==> src/hdl/i2cms_pkg.sv <==
// Package for the I2C master bit sequencer: command codes, field widths,
// and the item and result structs shared by the sequencer files.
// No dependencies.
package i2cms_pkg;

    localparam int unsigned OP_W       = 3;
    localparam int unsigned BYTE_W     = 8;
    localparam int unsigned PHASE_W    = 2;
    localparam int unsigned BITCNT_W   = 4;
    localparam int unsigned S_TDATA_W  = 16;
    localparam int unsigned M_TDATA_W  = 16;

    localparam logic [BITCNT_W-1:0] BITS_PER_BYTE = BITCNT_W'(BYTE_W);

    typedef enum logic [OP_W-1:0] {
        CMD_NONE  = 3'd0,
        CMD_START = 3'd1,
        CMD_STOP  = 3'd2,
        CMD_WRITE = 3'd3,
        CMD_READ  = 3'd4,
        CMD_ACK   = 3'd5,
        CMD_NACK  = 3'd6,
        CMD_WAIT  = 3'd7
    } cmd_t;

    typedef struct packed {
        logic              sda_in;
        logic [BYTE_W-1:0] tx_byte;
        cmd_t              op;
    } item_t;

    typedef struct packed {
        logic [BYTE_W-1:0] rx_byte;
        logic              ack_seen;
        logic              status;
        logic              done_res;
        logic              busy_res;
        logic              sda_drive;
        logic              scl_drive;
    } result_t;

endpackage

==> src/hdl/i2cms_step.sv <==
// Sequencer state and per-tick step logic for the I2C master bit sequencer.
// Advances one bus phase per fired item. Depends on i2cms_pkg.
module i2cms_step
    import i2cms_pkg::*;
(
    input  logic    aclk,
    input  logic    aresetn,
    input  logic    fire,
    input  item_t   item,
    output result_t res
);

    cmd_t                cmd_reg, cmd_next;
    logic [PHASE_W-1:0]  phase_reg, phase_next;
    logic [BITCNT_W-1:0] bit_reg, bit_next;
    logic [BYTE_W-1:0]   shift_reg, shift_next;
    logic                scl_reg, scl_next;
    logic                sda_reg, sda_next;
    logic                ack_reg, ack_next;

    logic                launch;
    cmd_t                cmd_eff;
    logic [PHASE_W-1:0]  ph;
    logic [BITCNT_W-1:0] bc;
    logic [BYTE_W-1:0]   sh;
    logic                done;
    logic                wrap;
    logic                bits_done;

    assign launch    = (cmd_reg == CMD_NONE) && (item.op != CMD_NONE);
    assign cmd_eff   = launch ? item.op : cmd_reg;
    assign ph        = launch ? '0 : phase_reg;
    assign bc        = launch ? '0 : bit_reg;
    assign sh        = launch ? ((item.op == CMD_WRITE) ? item.tx_byte : '0) : shift_reg;
    assign bits_done = (bc >= BITS_PER_BYTE);

    // sequence control: completion, phase and bit counters
    always_comb begin
        done = 1'b0;
        wrap = 1'b0;
        case (cmd_eff)
            CMD_NONE: begin
                done = 1'b0;
            end
            CMD_START: begin
                done = (ph == 2'd1) ? !item.sda_in : (ph >= 2'd2);
            end
            CMD_STOP: begin
                done = (ph >= 2'd2);
            end
            CMD_ACK, CMD_NACK, CMD_WAIT: begin
                done = (ph == 2'd3);
            end
            CMD_WRITE: begin
                done = bits_done;
                wrap = !bits_done && (ph >= 2'd2);
            end
            CMD_READ: begin
                done = bits_done;
                wrap = !bits_done && (ph != 2'd0);
            end
            default: begin
                done = 1'b1;
            end
        endcase
    end

    always_comb begin
        if (cmd_eff == CMD_NONE) begin
            cmd_next   = cmd_reg;
            phase_next = phase_reg;
            bit_next   = bit_reg;
        end else if (done) begin
            cmd_next   = CMD_NONE;
            phase_next = '0;
            bit_next   = '0;
        end else begin
            cmd_next   = cmd_eff;
            phase_next = wrap ? '0 : ph + 1'b1;
            bit_next   = wrap ? bc + 1'b1 : bc;
        end
    end

    // line levels, shift register and result fields
    always_comb begin
        scl_next   = scl_reg;
        sda_next   = sda_reg;
        ack_next   = ack_reg;
        shift_next = (cmd_eff == CMD_NONE) ? shift_reg : sh;
        res        = '0;
        case (cmd_eff)
            CMD_START: begin
                if (ph == 2'd0) begin
                    scl_next = 1'b1;
                    sda_next = 1'b1;
                end else if (ph == 2'd1) begin
                    res.status = !item.sda_in;
                    if (item.sda_in) begin
                        sda_next = 1'b0;
                    end
                end else begin
                    scl_next = 1'b0;
                end
            end
            CMD_STOP: begin
                if (ph == 2'd0) begin
                    scl_next = 1'b0;
                    sda_next = 1'b0;
                end else if (ph == 2'd1) begin
                    scl_next = 1'b1;
                end else begin
                    sda_next = 1'b1;
                end
            end
            CMD_ACK, CMD_NACK, CMD_WAIT: begin
                if (ph == 2'd0) begin
                    scl_next = 1'b0;
                end else if (ph == 2'd1) begin
                    sda_next = (cmd_eff != CMD_ACK);
                end else if (ph == 2'd2) begin
                    scl_next = 1'b1;
                end else begin
                    scl_next = 1'b0;
                    if (cmd_eff == CMD_WAIT) begin
                        ack_next = !item.sda_in;
                    end
                end
            end
            CMD_WRITE: begin
                if (bits_done || ph == 2'd0) begin
                    scl_next = 1'b0;
                end else if (ph == 2'd1) begin
                    sda_next   = sh[BYTE_W-1];
                    shift_next = {sh[BYTE_W-2:0], 1'b0};
                end else begin
                    scl_next = 1'b1;
                end
            end
            CMD_READ: begin
                if (bits_done) begin
                    shift_next  = {sh[BYTE_W-2:0], item.sda_in};
                    scl_next    = 1'b0;
                    res.rx_byte = shift_next;
                end else if (ph == 2'd0) begin
                    if (bc == '0) begin
                        sda_next = 1'b1;
                    end else begin
                        shift_next = {sh[BYTE_W-2:0], item.sda_in};
                    end
                    scl_next = 1'b0;
                end else begin
                    scl_next = 1'b1;
                end
            end
            default: begin
                scl_next = scl_reg;
            end
        endcase
        res.scl_drive = scl_next;
        res.sda_drive = sda_next;
        res.busy_res  = (cmd_eff != CMD_NONE) && !done;
        res.done_res  = done;
        res.ack_seen  = ack_next;
    end

    always_ff @(posedge aclk) begin
        if (!aresetn) begin
            cmd_reg   <= CMD_NONE;
            phase_reg <= '0;
            bit_reg   <= '0;
            shift_reg <= '0;
            scl_reg   <= 1'b1;
            sda_reg   <= 1'b1;
            ack_reg   <= 1'b0;
        end else if (fire) begin
            cmd_reg   <= cmd_next;
            phase_reg <= phase_next;
            bit_reg   <= bit_next;
            shift_reg <= shift_next;
            scl_reg   <= scl_next;
            sda_reg   <= sda_next;
            ack_reg   <= ack_next;
        end
    end

endmodule

==> src/hdl/i2c_master_bit_sequencer.sv <==
// Top level of the I2C master bit sequencer: input register, step logic and
// result register. Depends on i2cms_pkg and i2cms_step.
// The result passes through the input register and then the result register on its way to m_tdata.
// Throughput: one transaction per cycle, one sequencer tick each; stalls only on m_tready.
// Reset: synchronous, active low; empties both stages, sequencer goes idle
// with SCL and SDA released and the ack result cleared.
module i2c_master_bit_sequencer
    import i2cms_pkg::*;
(
    input  logic                 aclk,
    input  logic                 aresetn,
    input  logic                 s_tvalid,
    output logic                 s_tready,
    input  logic [S_TDATA_W-1:0] s_tdata,  // op[2:0], tx_byte[10:3], sda_in[11], zero[15:12]
    output logic                 m_tvalid,
    input  logic                 m_tready,
    output logic [M_TDATA_W-1:0] m_tdata   // scl_drive[0], sda_drive[1], busy_res[2],
                                           // done_res[3], status[4], ack_seen[5],
                                           // rx_byte[13:6], zero[15:14]
);

    logic    in_valid_reg;
    item_t   in_item_reg;
    logic    out_valid_reg;
    result_t out_res_reg;
    result_t step_res;
    logic    out_ready;
    logic    fire;

    assign out_ready = !out_valid_reg || m_tready;
    assign fire      = in_valid_reg && out_ready;
    assign s_tready  = !in_valid_reg || out_ready;

    always_ff @(posedge aclk) begin
        if (!aresetn) begin
            in_valid_reg <= 1'b0;
        end else if (s_tready) begin
            in_valid_reg <= s_tvalid;
        end
    end

    always_ff @(posedge aclk) begin
        if (s_tready && s_tvalid) begin
            in_item_reg <= item_t'(s_tdata[$bits(item_t)-1:0]);
        end
    end

    i2cms_step u_step (
        .aclk    (aclk),
        .aresetn (aresetn),
        .fire    (fire),
        .item    (in_item_reg),
        .res     (step_res)
    );

    always_ff @(posedge aclk) begin
        if (!aresetn) begin
            out_valid_reg <= 1'b0;
        end else if (out_ready) begin
            out_valid_reg <= in_valid_reg;
        end
    end

    always_ff @(posedge aclk) begin
        if (fire) begin
            out_res_reg <= step_res;
        end
    end

    assign m_tvalid = out_valid_reg;
    assign m_tdata  = M_TDATA_W'(out_res_reg);

endmodule

==> config.mk <==
export PLATFORM = sky130hd
export DESIGN_NAME = i2c_master_bit_sequencer
export DESIGN_NICKNAME = d
export VERILOG_FILES = /design/src/hdl/i2cms_pkg.sv /design/src/hdl/i2cms_step.sv /design/src/hdl/i2c_master_bit_sequencer.sv
export SDC_FILE = /design/constraint.sdc
export NUM_CORES = 1
export LEC_CHECK = 0
export ABC_AREA = 0
export BUFFER_PORTS_ARGS = -buffer_cell sky130_fd_sc_hd__buf_2
export CAP_MARGIN = 20
export CORE_UTILIZATION = 24
export CTS_CLUSTER_DIAMETER = 80
export DETAILED_ROUTE_END_ITERATION = 10
export PLACE_DENSITY = 0.42
export SLEW_MARGIN = 40
export SYNTH_ARGS = -nofsm -noshare
export SYNTH_HDL_FRONTEND = slang
export SYNTH_SLANG_ARGS = --single-unit
==> constraint.sdc <==
create_clock -name aclk -period 3.9 [get_ports aclk]
set_clock_uncertainty 0.15 [all_clocks]
set_input_delay 0.39 -clock aclk [delete_from_list [all_inputs] [get_ports aclk]]
set_output_delay 0.39 -clock aclk [all_outputs]
set_load 0.02 [all_outputs]
==> After elaboration in Yosys (flattened, before gate mapping) <==
Cells that the tools add are included.
{ "totals": {"output_inout_bits": 18, "ff_bits": 48, "input_bits": 20} }
{ "op_classes": {"magnitude_cmp": 2, "eq_ne": 12, "add_sub_neg": 2, "n_bitwise": 3, "reduce_logical": 26, "mux": 50} }
{ "ops": {"columns": ["op", "count"], "rows": [
  ["2-to-1 mux 8 bit", 8],
  ["2-to-1 mux 1 bit", 29],
  ["one-hot mux 8 bit (2 select lines)", 1],
  ["one-hot mux 1 bit (5 select lines)", 3],
  ["== test 3 bit, second input constant", 4],
  ["2-to-1 mux 4 bit", 3],
  ["== test 3 x 2 -> 1 bit, second input constant", 3],
  ["logical AND 1 bit", 6],
  ["logical NOT 3 bit", 2],
  ["2-to-1 mux 2 bit", 3],
  ["2-to-1 mux 3 bit", 2],
  ["nonzero test 3 bit", 2],
  ["OR reduction 3 bit", 2],
  ["logical NOT 1 bit", 5],
  ["adder 4 x 1 -> 4 bit, second input constant", 1],
  ["== test 2 bit, second input constant", 2],
  [">= comparator 4 bit, second input constant", 1],
  ["logical NOT 4 bit", 1],
  ["AND reduction 2 bit", 2],
  ["== test 3 x 1 -> 1 bit, second input constant", 1],
  ["logical OR 1 bit", 3],
  ["inequality test 3 bit, second input constant", 1],
  ["NOT 1 bit", 3],
  ["adder 2 x 1 -> 2 bit, second input constant", 1],
  ["other kinds (6)", 6]
]} }

==> Logic depth before layout (Yosys ltp) <==
Gate-level depths: netlist of the first run.
{ "depth": {"word_depth": 9, "mapped_depth": 13, "ltp_nobuf": 11} }

==> Modules after synthesis <==
Synthesis of the first run repeated with hierarchy kept, for this count alone.
{ "unflattened": {"hier_cells": 273, "area_unflattened_um2": 2697.6} }
{ "by_module_without_submodules": {"columns": ["module", "cells_per_inst", "instances", "area_each_um2", "seq_area_each_um2"], "rows": [
  ["i2cms_step", 235, 1, 1794.2, 400.4],
  ["i2c_master_bit_sequencer", 38, 1, 903.4, 820.8]
]} }

==> Least setup slack after synthesis of the first run <==
No wires, ideal clock.
{ "synth_timing": {"path_type": "reg-to-reg", "startpoint": "reg in_item_reg[1] (netlist bit)", "endpoint": "reg u_step.bit_reg[1]", "setup_time_ps": 96, "t_required_ps": 3654, "synth_period_minus_slack_ps": 3061, "n_path_buf": 2, "path_slack_ps": 839, "stages_incl_launch_ff": 13, "arrival_ps": 2815, "path_cell_list": "edfxtp_1 -> buf_2 -> or3_1 -> nand2_1 -> buf_2 -> nand2_1 -> ha_1 -> or4_1 -> o22ai_1 -> o22ai_2 -> nor2_4 -> inv_2 -> o41ai_2"} }
{ "synth_rtl": {"columns": ["item", "line", "text"], "rows": [
  ["start: declaration", "i2c_master_bit_sequencer.sv:23", "item_t in_item_reg;"],
  ["start signal: assignment", "i2c_master_bit_sequencer.sv:44", "in_item_reg <= item_t'(s_tdata[$bits(item_t)-1:0]);"],
  ["end signal: assignment", "i2cms_step.sv:178", "bit_reg <= bit_next;"],
  ["end: declaration", "i2cms_step.sv:15", "logic [BITCNT_W-1:0] bit_reg, bit_next;"]
]} }

==> Final worst setup path of the first run <==
{ "layout_timing": {"startpoint": "reg in_item_reg[0] (netlist bit)", "endpoint": "reg u_step.bit_reg[3]"} }
{ "layout_via": {"elab_chain_len": 9} }
{ "layout_lines": {"columns": ["item", "line", "text"], "rows": [
  ["nonzero test 3 bit", "i2cms_step.sv:30", "assign launch = (cmd_reg == CMD_NONE) && (item.op != CMD_NONE);"],
  ["logical AND 1 bit", "i2cms_step.sv:30", null],
  ["2-to-1 mux 4 bit", "i2cms_step.sv:33", "assign bc = launch ? '0 : bit_reg;"],
  [">= comparator 4 bit", "i2cms_step.sv:35", "assign bits_done = (bc >= BITS_PER_BYTE);"],
  ["logical NOT 1 bit", "i2cms_step.sv:56, i2cms_step.sv:60", null],
  ["logical AND 1 bit (on tied branches)", "i2cms_step.sv:60, i2cms_step.sv:56", null],
  ["one-hot mux 1 bit (2 select lines)", "i2cms_step.sv:41", "case (cmd_eff)"],
  ["2-to-1 mux 4 bit", "i2cms_step.sv:80", "bit_next = wrap ? bc + 1'b1 : bc;"],
  ["2-to-1 mux 4 bit", "i2cms_step.sv:73", "end else if (done) begin"]
]} }
Parallel ways exist; a longest one is shown, timed or not.
A chain may end at the register's enable or synchronous reset.

==> results_dict.tcl, run 1 <==
set metrics [dict create \
    status "complete, no violations" \
    tns_ns 0 \
    rsz0062_at_grt "no" \
    synth-seq-cells 48 \
    hp-start "s_tdata[11]" \
    r2r_slack_ns 0.63 \
    period_needed_ns 3.27 \
    avgRoutedWirePerCell_um 14.5 \
    dpl.hpwl_mm 4.90 \
    rr_endpoint "u_step.bit_reg[3]$_SDFFE_PN0P_" \
    wl_met3_um 308 \
    avgSynthCellArea_um2 9.33 \
    ctsRootBufferMaster "clkbuf_8" \
    nets 345 \
    cts_setup_buffers 0 \
    met1_length_mm 3.24 \
    syn_to_final_growth_pct 16.9 \
    dr.first_iter.drc_count 163 \
    htree_levels 2 \
    fin_crit_sh_pct 83.9 \
    p_per_area_nw_per_um2 369 \
    antenna_found_initial 0 \
    cp.required_ns 3.98 \
    power_leakage_nw 1.19 \
    reg2reg_from "in_item_reg[0]$_DFFE_PP_" \
    path_cells "or3_1 > nand2_1 > nand2_1 > ha_1 > or4_1 > o22ai_1 > o22ai_2 > nor3_4 > nand4_1 > a21oi_1" \
    ant_nets 0 \
    routed_wl_mm 6.65 \
    syn-instance-count 288 \
    min_path_cells 1 \
    setup_viol 0 \
    yosys_most_used_dff "edfxtp_1" \
    gr-total-overflow 0 \
    ff_latch_area_um2 1220 \
    ir_drop_mv 0.148 \
    hold_viol_final 0 \
    dr.pass1.iters 4 \
    synthTopCellsByArea "edfxtp_1, dfxtp_1, nand2_1, a21oi_1, and2_1" \
    drc 0 \
    top_layer "met4" \
    drive_gt1_share_pct 20.3 \
    boundaryPins 38 \
    cp-start-kind "register" \
    cp_common_cell "nand2_1" \
    cp_slowest_cell "edfxtp_1" \
    cts_resized 0 \
    ys_async_sr_fraction_pct 0 \
    postCtsHoldBufs 0 \
    endpoint_kind "register" \
    fillers 1124 \
    yosysTopAreaCell "edfxtp_1" \
    rr_worst_depth 10 \
    grt_pass1_wl_mm 10.9 \
    worst_pin_slew_ns 0.772 \
    largest_register_ffs 14 \
    syn_area_um2 2690 \
    p_total_w 0.00116 \
    grt_usage_pct 12.2 \
    max_stage_delay_ns 0.56 \
    route.met2.wl_mm 3.04 \
    critical_path_class "register to register" \
    multi_input_area_um2 1350 \
    worstHoldEndpoint "in_item_reg[11]$_DFFE_PP_" \
    cts_tree "yes" \
    start_util_pct 24.7 \
    synth-edff-count 26 \
    clk_pin_slew_ns 0.09 \
    post-route-util_pct 28.8 \
    cts_buffer_depth 2 \
    clock_latency_ns 0.30 \
    port_buffers 31 \
    yosys-top-cells-count "nand2_1, edfxtp_1, a21oi_1" \
    die-area_um2 11600 \
    routed-via-count 2175 \
    worst-endpoint-arrival_ns 3.35 \
    antenna_cells 0 \
    core_area_um2 10900 \
    rows 38 \
    holdCritPathClass "input port to register" \
    fmax_mhz 306 \
    synth_most_common_cell "nand2_1" \
    viasPerCell 4.73 \
    crit_fanout 10 \
    grt_pass1_vias 2096 \
    die_x_um 108 \
    max_cap_violations 0 \
    grt_max_degree 21 \
    globalplace.congestion 0.791 \
    die-height_um 108 \
    cts_buffers 5 \
    max-slew-margin-rel_pct 48.3 \
    synth.distinct_cells 62 \
    synth_top_area_share_pct 29.1 \
    ys_seq_area_share_pct 45.4 \
    clock_sinks 48 \
    finalMaxSlewViolations 0 \
    ys_warn_count 0 \
]
[worst max-delay path by stage]
stage	slack (ns)	end	startpoint
after floorplan	0.84	u_step.bit_reg[1]$_SDFFE_PN0P_	in_item_reg[1]$_DFFE_PP_
after global placement	0.66	u_step.bit_reg[3]$_SDFFE_PN0P_	in_item_reg[0]$_DFFE_PP_
after detailed placement	0.66	u_step.bit_reg[3]$_SDFFE_PN0P_	in_item_reg[0]$_DFFE_PP_
after CTS	0.62	u_step.bit_reg[3]$_SDFFE_PN0P_	in_item_reg[0]$_DFFE_PP_
after global routing	0.40	u_step.bit_reg[3]$_SDFFE_PN0P_	in_item_reg[0]$_DFFE_PP_
final	0.63	u_step.bit_reg[3]$_SDFFE_PN0P_	in_item_reg[0]$_DFFE_PP_
[cell usage in the layout, fill, tap and decap left out, types with 6 or more instances in the layout]
cell,instances
ha_1,6
nand2_1,39
inv_1,9
and2_1,12
a21o_1,7
buf_2,31
nand3_1,13
nor3b_1,6
buf_4,8
dfxtp_1,22
nor2_1,14
nor3_1,6
a21oi_1,24
edfxtp_1,26
o21ai_0,11
[critical path: cells and delay by family, from the launching register on]
family | cells | cell delay, ns
compound gates | 3 | 0.63
fa+ha+maj | 1 | 0.26
flops | 1 | 0.56
simple gates | 6 | 1.59
[layout make-up]
| type | count | share of cell area, % |
|---|---|---|
| tap | 140 | 5.58 |
| sequential | 48 | 38.9 |
| clock inverter | 3 | 2.19 |
| multi-input combinational | 214 | 43.0 |
| inverter | 11 | 1.31 |
| timing repair buffer | 39 | 6.85 |
| clock buffer | 5 | 2.19 |
[kinds of logic (layout without fill, tap and decap cells)]
| kind of cell | Yosys count | count (layout) | share of synthesized area (%) |
|---|---|---|---|
| AOI/OAI and AO/OA | 80 | 80 | 20.4 |
| adders and majority gates | 6 | 6 | 2.79 |
| buffers and inverters | 27 | 58 | 4.47 |
| DFF | 48 | 48 | 45.4 |
| muxes | 9 | 9 | 3.54 |
| other | 1 | 2 | 0.140 |
| and+or+nand+nor | 117 | 117 | 23.2 |
[report_power, final]
part | leakage [nW] | switching (W) | total [W] | internal [W]
clock network | 0.0687 | 0.000182 | 0.000441 | 0.000258
logic | 0.699 | 0.0000981 | 0.000151 | 0.0000525
registers | 0.421 | 0.0000115 | 0.000566 | 0.000555
total | 1.19 | 0.000292 | 0.00116 | 0.000866
[metal layers]
layer,vias up,global-route usage (%)
met5,-,0
met4,0,2.94
met3,5,1.63
met2,65,19.5
met1,990,17.2
li1,1115,-
[through the flow]
stage | std cells | hold slack (ns) | area (um^2) | worst slack [ns]
after floorplan | 289 | 0.286 | 2690 | 0.839
after global placement | 452 | 0.297 | 3000 | 0.658
after detailed placement | 452 | 0.306 | 3000 | 0.656
after CTS | 460 | 0.0980 | 3140 | 0.622
after global routing | 460 | 0.0971 | 3140 | 0.396
final | 460 | 0.110 | 3140 | 0.629
Power figures use the tool's default switching activity.
==> inputs of run 2 (changes only) <==
ABC_AREA = 1   (was 0)
PLACE_DENSITY = 0.43   (was 0.42)
clock period = 2.93 ns   (was 3.9 ns; I/O delays follow)
==> run 2 against run 1 <==
Sequential power rose by 35%. Cell count rose by 11%. Power rose by 30%. First-iteration DRC count fell by 27%. Global-route usage fell by 0.64 points. Clock power rose by 7.0%. Worst hold slack got worse by 0.092 ns. Utilization rose by 1.1 points. Flip-flop and latch count did not move. Critical endpoint is now m_tdata[1]$_DFFE_PP_.
==> results_dict.tcl, run 2 <==
set metrics [dict create \
    synth-edff-count 26 \
    ys_seq_area_share_pct 46.4 \
    period_needed_ns 2.60 \
    setup_viol 0 \
    p_per_area_nw_per_um2 480 \
    cts_tree "yes" \
    cp_common_cell "nand2_1" \
    syn-instance-count 330 \
    fin_crit_sh_pct 88.8 \
    dr.pass1.iters 4 \
    max_stage_delay_ns 0.47 \
    cts_buffer_depth 2 \
    endpoint_kind "register" \
    grt_pass1_vias 2017 \
    drive_gt1_share_pct 20.3 \
    cts_buffers 5 \
    synth_most_common_cell "nand2_1" \
    synthTopCellsByArea "edfxtp_1, dfxtp_1, nand2_1, a21oi_1, inv_1" \
    yosys-top-cells-count "nand2_1, inv_1, nor2_1" \
    avgSynthCellArea_um2 7.97 \
    ys_warn_count 0 \
    start_util_pct 25.1 \
    clock_sinks 48 \
    fmax_mhz 384 \
    path_cells "inv_2 > nand2_1 > nor2_1 > nand2_1 > nand2_1 > inv_1 > ha_1 > inv_1 > nor2_1 > nand2_2 > nand2_1 > nand2_1 > o21ai_0 > a21boi_0" \
    die_x_um 107 \
    grt_use_met1_pct 16.8 \
    status "complete, no violations" \
    finalMaxSlewViolations 0 \
    rsz0062_at_grt "no" \
    nets 399 \
    ys_async_sr_fraction_pct 0 \
    final_common_cell "nand2_1" \
    power_leakage_nw 1.40 \
    cts_setup_buffers 0 \
    routed_wl_mm 6.25 \
    clk_pin_slew_ns 0.09 \
    routed-via-count 2197 \
    antenna_found_initial 0 \
    cp-start-kind "register" \
    gr-total-overflow 0 \
    die-height_um 107 \
    grtUsageMet3_pct 1.82 \
    viasPerCell 4.31 \
    worst-endpoint-arrival_ns 2.50 \
    ir_drop_mv 0.201 \
    yosysTopAreaCell "edfxtp_1" \
    ctsRootBufferMaster "clkbuf_8" \
    largest_register_ffs 14 \
    yosys_most_used_dff "edfxtp_1" \
    final_cell_mix "nand2_1, inv_1, nor2_1, buf_2, a21oi_1" \
    globalplace.congestion 0.863 \
    holdCritPathClass "input port to register" \
    dpl.hpwl_mm 4.52 \
    grt_max_degree 30 \
    met2_usage_pct 17.3 \
    grt_usage_pct 11.6 \
    core_area_um2 10500 \
    grt_pass1_wl_mm 10.2 \
    htree_levels 2 \
    ant_nets 0 \
    antenna_cells 0 \
    synth-seq-cells 48 \
    synth_top_area_share_pct 29.7 \
    drc 0 \
    tns_ns 0 \
    port_buffers 31 \
    avgRoutedWirePerCell_um 12.3 \
    rows 37 \
    syn_to_final_growth_pct 19.0 \
    die-area_um2 11400 \
    syn_area_um2 2630 \
    hold_viol_final 0 \
    clock_latency_ns 0.31 \
    hold_ws_ns 0.0182 \
    crit_fanout 5 \
    max_cap_violations 0 \
    cp_slowest_cell "dfxtp_1" \
    critical_path_class "register to register" \
    dr.first_iter.drc_count 119 \
    boundaryPins 38 \
    top_usage_layer "met2" \
    synth.distinct_cells 34 \
    cp.required_ns 2.83 \
]
[run 2: changes by cell type in the layout (fill, tap and decap cells not counted), sizes merged, moves of 8 or more]
cell / change
nor2: +22
a21oi: +10
nand2: +55
and2: -12
inv: +33
dlygate4sd3: +8
[run 2: kinds of logic after synthesis]
group	Yosys count	share of synthesized area, %
buffers and inverters	52	8.13
AND/OR/NAND/NOR	157	27.4
flip-flops	48	46.4
XOR/XNOR	1	0.333
AO/OA/AOI/OAI	65	14.7
other	1	0.143
adder cells (fa/ha/maj)	6	2.85
[run 2: cell type report]
class                   instances  area [um^2]
repair buffers                 42          258
flip-flops and latches         48         1220
well taps                     136          170
clock buffers                   6         93.8
multi-input cells             231         1200
clock inverters                 2         17.5
fillers                      1155         7330
inverters                      45          171
[run 2: path summary, 6_finish.rpt]
| check | startpoint | endpoint | slack, ns | depth (start not counted) |
|---|---|---|---|---|
| setup / recovery | u_step.cmd_reg[2]$_SDFFE_PN0P_ | m_tdata[1]$_DFFE_PP_ | 0.33 | 14 |
| hold / removal | s_tdata[10] | in_item_reg[10]$_DFFE_PP_ | 0.02 | 1 |
| setup reg to reg | u_step.cmd_reg[2]$_SDFFE_PN0P_ | m_tdata[1]$_DFFE_PP_ | 0.33 | 14 |
| hold reg to reg | u_step.bit_reg[1]$_SDFFE_PN0P_ | u_step.bit_reg[1]$_SDFFE_PN0P_ | 0.34 | 2 |
[run 2: report_power, final]
part | internal, W | total, W | switching (W)
Sequential | 0.000747 | 0.000765 | 0.0000186
Combinational | 0.0000897 | 0.000267 | 0.000177
Clock | 0.000223 | 0.000472 | 0.000249
[run 2: what timing repair did]
action / in CTS / in global routing
hold buffers: 3 / 5
resized for setup: 0 / 0
hold endpoints to repair: 3 / 5
[run 2: metal layers]
layer / routed length, um / part of all wire [%]
met4: 83 / 1.3
met3: 245 / 3.9
met1: 3280 / 52
met5: 0 / 0
met2: 2640 / 42
[run 2: per-stage QoR]
stage | total power [W] | cells | instance area, um^2 | setup WS, ns | util, %
2_1_floorplan | 0.000972 | 331 | 2640 | 0.638 | -
6_report | 0.00150 | 510 | 3130 | 0.328 | 29.9
4_1_cts | 0.00152 | 505 | 3080 | 0.350 | 29.5
5_1_grt | 0.00159 | 510 | 3130 | 0.0883 | 29.9
3_3_place_gp | 0.00104 | 494 | 2940 | 0.395 | 28.1
3_5_place_dp | 0.00104 | 494 | 2940 | 0.381 | 28.1
[run 2: critical path: cells and delay by family, from the launching register on]
family	cells	cell delay [ns]
buffers and inverters	3	0.31
flip-flops	1	0.47
AO/OA/AOI/OAI	2	0.37
AND/OR/NAND/NOR	8	0.80
adder cells (fa/ha/maj)	1	0.25
==> inputs of run 3 (changes only) <==
CORE_UTILIZATION = 33   (was 24)
PLACE_DENSITY = 0.55   (was 0.43)
==> run 3 against run 2 <==
Flip-flop and latch count is the same. Highest routed layer unchanged. Global-route usage grew 2.7 points. Fmax shrank 1.9%. Sequential power is essentially flat.
==> results_dict.tcl, run 3 (same netlist as run 2, synthesis figures left out) <==
set metrics [dict create \
    antenna_found_initial 0 \
    worst-endpoint-arrival_ns 2.55 \
    fmax_mhz 377 \
    hp-start "s_tdata[11]" \
    fillers 810 \
    endpoint_kind "register" \
    die-height_um 91.3 \
    cts_buffers 5 \
    crit_fanout 6 \
    dr.pass1.iters 5 \
    drive_gt1_share_pct 20.1 \
    r2r_slack_ns 0.28 \
    ctsRootBufferMaster "clkbuf_8" \
    ant_nets 0 \
    hold_ws_ns 0.00807 \
    start_util_pct 34.1 \
    worstHoldEndpoint "in_item_reg[11]$_DFFE_PP_" \
    core_area_um2 7730 \
    max_cap_violations 0 \
    period_needed_ns 2.65 \
    fin_crit_sh_pct 90.5 \
    largest_register_ffs 14 \
    die_x_um 91.3 \
    power_leakage_nw 1.41 \
    drc 0 \
    grt_pass1_wl_mm 9.38 \
    critical_path_class "register to register" \
    dr.first_iter.drc_count 196 \
    cts_buffer_depth 2 \
    finalMaxSlewViolations 0 \
    setup_viol 0 \
    ir_drop_mv 0.281 \
    reg2reg_from "in_item_reg[2]$_DFFE_PP_" \
    clk_pin_slew_ns 0.09 \
    clock_sinks 48 \
    viasPerCell 4.61 \
    hold_viol_final 0 \
    routed_wl_mm 5.81 \
    tns_ns 0 \
    cp.required_ns 2.83 \
    pre_cts_slack_ns 0.356 \
    clock_latency_ns 0.31 \
    p_per_area_nw_per_um2 514 \
    final_common_cell "nand2_1" \
    htree_levels 2 \
    cts_tree "yes" \
    rr_endpoint "m_tdata[1]$_DFFE_PP_" \
    grt_max_degree 30 \
    grt_usage_pct 14.3 \
    holdCritPathClass "input port to register" \
    gr-total-overflow 0 \
    dpl.hpwl_mm 4.17 \
    rows 32 \
    boundaryPins 38 \
    rsz0062_at_grt "no" \
    rr_worst_depth 13 \
    routed-via-count 2192 \
    grt_pass1_vias 1960 \
    nets 399 \
    final_cell_mix "nand2_1, inv_1, nor2_1, buf_2, a21oi_1" \
    ff_latch_area_um2 1220 \
    cp-start-kind "register" \
    avgRoutedWirePerCell_um 12.2 \
    port_buffers 31 \
    status "complete, no violations" \
    setup_slack_ns 0.277 \
    antenna_cells 0 \
    die-area_um2 8330 \
    multi_input_area_um2 1200 \
    min_path_cells 1 \
    syn_to_final_growth_pct 18.2 \
    globalplace.congestion 0.860 \
]
==> run 3: cell count changes in the layout (fill, tap and decap cells not counted) <==
cell,change
clkinv_4,-2
clkbuf_1,+1
bufinv_16,+2
clkbuf_16,-1
==> run 3: how the worst max path moves through the flow <==
stage / to / slack (ns) / startpoint / cells past startpoint
3_3_place_gp: m_tdata[1]$_DFFE_PP_ / 0.38 / u_step.cmd_reg[2]$_SDFFE_PN0P_ / 14
6_report: m_tdata[1]$_DFFE_PP_ / 0.28 / in_item_reg[2]$_DFFE_PP_ / 13
5_1_grt: m_tdata[1]$_DFFE_PP_ / 0.09 / in_item_reg[2]$_DFFE_PP_ / 13
3_5_place_dp: m_tdata[1]$_DFFE_PP_ / 0.36 / in_item_reg[2]$_DFFE_PP_ / 13
4_1_cts: m_tdata[1]$_DFFE_PP_ / 0.34 / in_item_reg[2]$_DFFE_PP_ / 13
2_1_floorplan: m_tdata[1]$_DFFE_PP_ / 0.64 / in_item_reg[0]$_DFFE_PP_ / 14
==> run 3: per-stage QoR <==
step	power [W]	utilization [%]	instance area [um^2]	cells
2_1_floorplan	0.000972	-	2640	331
5_1_grt	0.00167	40.3	3110	476
3_5_place_dp	0.00104	37.5	2900	460
3_3_place_gp	0.00103	37.5	2900	460
6_report	0.00160	40.3	3110	476
4_1_cts	0.00160	39.2	3030	468
==> run 3: cell type report <==
cell class / instances / share of cell area, %
multi-input combinational: 231 / 38.6
clock buffer: 6 / 2.33
sequential: 48 / 39.3
timing repair buffer: 42 / 8.29
clock inverter: 2 / 1.93
inverter: 45 / 5.51
tap: 102 / 4.10
==> run 3: worst max-delay path, stage by stage, from the launching register on <==
cell and delay (ns):
edfxtp_1 0.48, inv_2 0.12, nand3_1 0.09, nand2_1 0.21, nand2_1 0.14, inv_1 0.12
ha_1 0.24, inv_1 0.11, nor2_1 0.20, nand2_2 0.09, nand2_1 0.07, nand2_1 0.04
o21ai_0 0.21, a21boi_0 0.13
==> run 3: metal layers <==
| layer | track usage, % | routed length, um |
|---|---|---|
| met2 | 22.2 | 2610 |
| met4 | 4.89 | 47 |
| met5 | 0 | 0 |
| met3 | 3.02 | 240 |
| met1 | 19.6 | 2920 |
==> run 3: what timing repair did <==
item,4_1_cts,5_1_grt
hold endpoints to repair,0,8
endpoints found under the setup margin,0,0
setup buffers,0,0
hold buffers,0,8
resized for setup,0,0
==> run 3: where the power goes <==
group	switching, W	total (W)	internal, W	leakage [nW]
Clock	0.000228	0.000570	0.000341	0.0654
Sequential	0.0000189	0.000765	0.000747	0.430
Combinational	0.000173	0.000263	0.0000897	0.911
Total	0.000420	0.00160	0.00118	1.41
